[config.mk]
export PLATFORM = sky130hd
export DESIGN_NAME = gfq_merge
export DESIGN_NICKNAME = d
export VERILOG_FILES = /design/src/design/grid_footprint_quantizer_defines.svh /design/src/design/gfq_pkg.sv /design/src/design/gfq_merge.sv
export SDC_FILE = /design/constraint.sdc
export NUM_CORES = 1
export LEC_CHECK = 0
export ABC_AREA = 1
export BUFFER_PORTS_ARGS = -buffer_cell sky130_fd_sc_hd__buf_2
export CORE_AREA = 3 3 221 223
export DETAILED_ROUTE_END_ITERATION = 10
export DIE_AREA = 0 0 224 226
export SETUP_SLACK_MARGIN = 0.4
export SLEW_MARGIN = 5
export SYNTH_ARGS = -nofsm -noshare
export SYNTH_HDL_FRONTEND = slang
export SYNTH_SLANG_ARGS = --single-unit
[constraint.sdc]
create_clock -name vclk -period 12.6
set_clock_uncertainty 0.15 [all_clocks]
set_input_delay 3.78 -clock vclk [all_inputs]
set_output_delay 3.78 -clock vclk [all_outputs]
set_load 0.005 [all_outputs]
[src/design/grid_footprint_quantizer_defines.svh]
// Assertion macros for the grid footprint quantizer.
`ifndef GRID_FOOTPRINT_QUANTIZER_DEFINES_SVH
`define GRID_FOOTPRINT_QUANTIZER_DEFINES_SVH
`ifndef SYNTHESIS
`define GFQ_ASSERT_IMPL(label, clk, rst, ante, cons) \
  label: assert property (@(posedge clk) disable iff (rst) (ante) |-> (cons)) \
    else $error("assertion failed");
`define GFQ_ASSERT_NEXT(label, clk, rst, ante, cons) \
  label: assert property (@(posedge clk) disable iff (rst) (ante) |=> (cons)) \
    else $error("assertion failed");
`else
`define GFQ_ASSERT_IMPL(label, clk, rst, ante, cons)
`define GFQ_ASSERT_NEXT(label, clk, rst, ante, cons)
`endif
`endif

[src/design/gfq_pkg.sv]
// Shared types and constants of the grid footprint quantizer.
package gfq_pkg;
  localparam int CoordBits = 32;
  localparam int CellBits  = 31;
  localparam int TolBits   = 17;
  localparam int MagBits   = CoordBits;
  localparam int QBits     = CoordBits;

  typedef enum logic [1:0] {
    CMD_CONTAIN = 2'd0,
    CMD_ALIGN   = 2'd1,
    CMD_POINT   = 2'd2,
    CMD_SPARE   = 2'd3
  } cmd_t;

  typedef enum logic [2:0] {
    ST_OK         = 3'd0,
    ST_BAD_CELL   = 3'd1,
    ST_RANGE      = 3'd2,
    ST_EMPTY      = 3'd3,
    ST_MISALIGNED = 3'd4
  } status_t;

  localparam logic [CellBits-1:0] CellReset = CellBits'(65536);
  localparam int CfgCellSize = 0;
  localparam int CfgTolerance = 1;

  // Request: command and the four box corners in signed Q16.16.
  typedef struct packed {
    cmd_t                        command;
    logic signed [CoordBits-1:0] min_x;
    logic signed [CoordBits-1:0] min_z;
    logic signed [CoordBits-1:0] max_x;
    logic signed [CoordBits-1:0] max_z;
  } req_t;

  // Result: status and the four cell fields.
  typedef struct packed {
    status_t            status;
    logic signed [31:0] cell_min_x;
    logic signed [31:0] cell_min_z;
    logic signed [31:0] cell_end_x;
    logic signed [31:0] cell_end_z;
  } res_t;

  typedef struct packed {
    cmd_t                command;
    logic [CellBits-1:0] csize;
    logic                empty_box;
  } tag_t;

  typedef struct packed {
    logic signed [CoordBits:0] floor_c;
    logic signed [CoordBits:0] ceil_c;
    logic signed [CoordBits:0] round_c;
    logic                      aligned;
  } lane_res_t;
endpackage

[src/design/gfq_merge.sv]
// Merges the four lane results into status and cell fields.
module gfq_merge import gfq_pkg::*; (
  input  tag_t      tag,
  input  lane_res_t l0, l1, l2, l3,
  output status_t   status,
  output logic signed [31:0] c0, c1, c2, c3
);
  function automatic logic fits(input logic signed [CoordBits:0] v);
    return v >= -(CoordBits+1)'(64'sd2147483648) && v <= (CoordBits+1)'(64'sd2147483647);
  endfunction
  logic signed [CoordBits:0] a0, a1, a2, a3;
  status_t st;
  always_comb begin
    a0 = '0; a1 = '0; a2 = '0; a3 = '0;
    st = ST_OK;
    if (tag.csize == '0) st = ST_BAD_CELL;
    else if (tag.command == CMD_POINT || tag.command == CMD_SPARE) begin
      a0 = l0.floor_c; a1 = l1.floor_c;
      if (!fits(a0) || !fits(a1)) st = ST_RANGE;
    end else if (tag.empty_box) st = ST_EMPTY;
    else if (tag.command == CMD_CONTAIN) begin
      a0 = l0.floor_c; a1 = l1.floor_c; a2 = l2.ceil_c; a3 = l3.ceil_c;
      if (!fits(a0) || !fits(a1) || !fits(a2) || !fits(a3)) st = ST_RANGE;
      else if (a2 <= a0 || a3 <= a1) st = ST_EMPTY;
    end else begin
      a0 = l0.round_c; a1 = l1.round_c; a2 = l2.round_c; a3 = l3.round_c;
      if (!l0.aligned || !fits(a0) || !l1.aligned || !fits(a1) ||
          !l2.aligned || !fits(a2) || !l3.aligned || !fits(a3)) st = ST_MISALIGNED;
      else if (a2 <= a0 || a3 <= a1) st = ST_EMPTY;
    end
    status = st;
    c0 = (st == ST_OK) ? a0[31:0] : '0;
    c1 = (st == ST_OK) ? a1[31:0] : '0;
    c2 = (st == ST_OK) ? a2[31:0] : '0;
    c3 = (st == ST_OK) ? a3[31:0] : '0;
  end
endmodule

==> results.ini <==
[run_status]
status = finished clean

[grt]
busiest_layer = met2
grt_pass1_wl_um = 52400
grt_max_degree = 77
antenna_found_initial = 5
met1_usage_pct = 16.6
globalRouteOverflowTotal = 0
met3_usage_pct = 1.27
grt_pass1_vias = 8940
grt_use_met2_pct = 24.5
track_usage_pct = 13.4

[pwr]
power_density_nw_per_um2 = 33.4
intPower_mw = 0.126
p_seq_share_pct = 0
p_leak_nw = 5.58
combPwrFrac_pct = 100.0
vdd_drop_max_uv = 17.4
netSwitchingPower_mw = 0.209
switching_share_pct = 62.4
power.share.clock_pct = 0

[placement]
finalWeightedCongestion = 0.844
detailed_place_hpwl_um = 30900
post-place-ws_ns = 1.46
portBuffers = 433
place_area_um2 = 10000

[timing]
slew_viol_final = 0
worst_slack_ns = 1.50
tns_ns = 0
relSlewSlack_pct = 38.1
finalHoldViolCount = 0
setup_violations = 0
fmax_mhz = 90.1
max_slew.worst_pin.slew_ns = 0.927
period_share_pct = 88.1
period_needed_ns = 11.10
rsz0062_at_grt = no

[routing]
drc_errors = 0
viasPerCell = 4.18
vias = 9245
wl_per_cell_um = 16.5
dr.pass1.iters = 5
drtIter0Drc = 424
wirelength_um = 36500
drtAntennaViolNets = 0

[job]
drv_cap = 0

[logic_synthesis]
synth_cell_types = 34
yosysSeqAreaShare_pct = 0
syn_nets = 1779
postSynthCellCount = 1213
ys_warn_count = 0
syn_area_um2 = 7370
avgSynthCellArea_um2 = 6.08

[critical_path]
cp_num_buf_inv = 4
crit_top_cell = nand2_1
cp.arrival_ns = 7.17
crit_family = simple AND/OR/NAND/NOR gates
cp_cell_sequence = buf_2, inv_1, ha_1, nand2_1, nor2_1, nand2_1, nor2_1, nand3b_1, nand3_1, nand2_1, nand2_1, nand2_1, nand2_1, nand3_2, a21oi_2, nand3_4, buf_12, nor2_4, buf_2
critPathMaxStageDelay_ns = 0.52
crit_path_end_kind = primary output
cp.required_ns = 8.67
path_class = input port to primary output
crit_fanout = 40
crit_path_start_kind = input port
cpMaxStageDelayCell = nand3_4

[hold_path]
hold_path_class = input port to primary output

[cells_and_area]
fin_area_um2 = 10000
nets = 2168
seq_cell_count = 0
drive_gt1_share_pct = 36.4
final_common_cell = buf_2
area_growth_pct = 36.0
seq_area_um2 = 0
layout_common_cells = 431 x buf_2, 199 x inv_1, 183 x nand2_1
clkbuf_count = 0

[floorplanning]
dieArea_um2 = 50600
die_y_um = 226
initial_utilization_pct = 15.8
rows = 79
die_w_um = 224
ios = 565
core_area_um2 = 46800

[clock_tree]
postCtsResizedCells = 0
holdBufCountCts = 0
post-cts-setup-buffers = 0

## stage by stage
| stage | hold slack [ns] | cells | power, mW | utilization (%) |
|---|---|---|---|---|
| after detailed placement | 7.80 | 2207 | 0.337 | 21.4 |
| after CTS | 7.80 | 2207 | 0.339 | 21.4 |
| after global placement | 7.80 | 2207 | 0.337 | 21.4 |
| after global routing | 7.82 | 2210 | 0.375 | 21.4 |
| final | 7.80 | 2210 | 0.334 | 21.4 |
| after floorplan | 7.58 | 1213 | 0.205 | - |
## worst paths after layout
| path | start | to | slack (ns) | cells past startpoint |
|---|---|---|---|---|
| max | l0[93] | c3[9] | 1.50 | 19 |
| min | l3[19] | c3[18] | 7.80 | 4 |
## cell usage after synthesis
cell	number	share of area, %
clkinv_1	1	0.051
clkbuf_1	41	2.1
o22ai_1	65	5.5
nand3b_1	5	0.51
nand4_1	22	1.9
o21a_1	1	0.10
buf_12	11	3.0
nor2_1	184	9.4
nor3b_1	1	0.10
xnor2_1	2	0.24
a21oi_2	1	0.12
nor4_1	9	0.76
a21o_1	8	0.81
nand4_4	1	0.29
nand3_1	16	1.1
ha_1	132	22
nand4_2	1	0.17
buf_1	3	0.15
o21ai_0	72	4.9
buf_6	5	0.76
inv_1	200	10
o221ai_1	1	0.12
nor3_1	4	0.27
nand2_2	2	0.17
o211ai_1	1	0.10
nand2_1	183	9.3
inv_2	1	0.051
nor2_2	22	1.9
nor2_4	100	15
o21bai_1	1	0.10
a21oi_1	112	7.6
nand3_2	2	0.27
a21o_2	1	0.12
o2111ai_1	2	0.24
## layout make-up
class	count	area, um2
fillers	5431	36700
multi-input cells	951	6190
repair buffers	447	2300
well taps	607	759
inverters	202	758
diodes	3	7.51
## logic make-up after synthesis
group / count (synthesis) / share of synthesized area [%]
XOR/XNOR: 2 / 0.238
buffers and inverters: 262 / 16.3
AND/OR/NAND/NOR: 552 / 41.3
AO/OA/AOI/OAI: 265 / 19.7
adder cells (fa/ha/maj): 132 / 22.4
## layer usage
layer,share of wire (%),vias up
li1,-,4739
met1,42,4019
met2,49,430
met3,6.1,55
met4,2.8,2
met5,0.036,-
## power by group through the flow
stage            Clock [mW]  Sequential [mW]  Combinational [mW]
3_5_place_dp              0                0               0.337
5_1_grt        0.0000000319                0               0.375
6_report       0.0000000319                0               0.334
3_3_place_gp              0                0               0.337
4_1_cts                   0                0               0.339
2_1_floorplan             0                0               0.205
No activity file was read; power rests on OpenSTA's default activity.
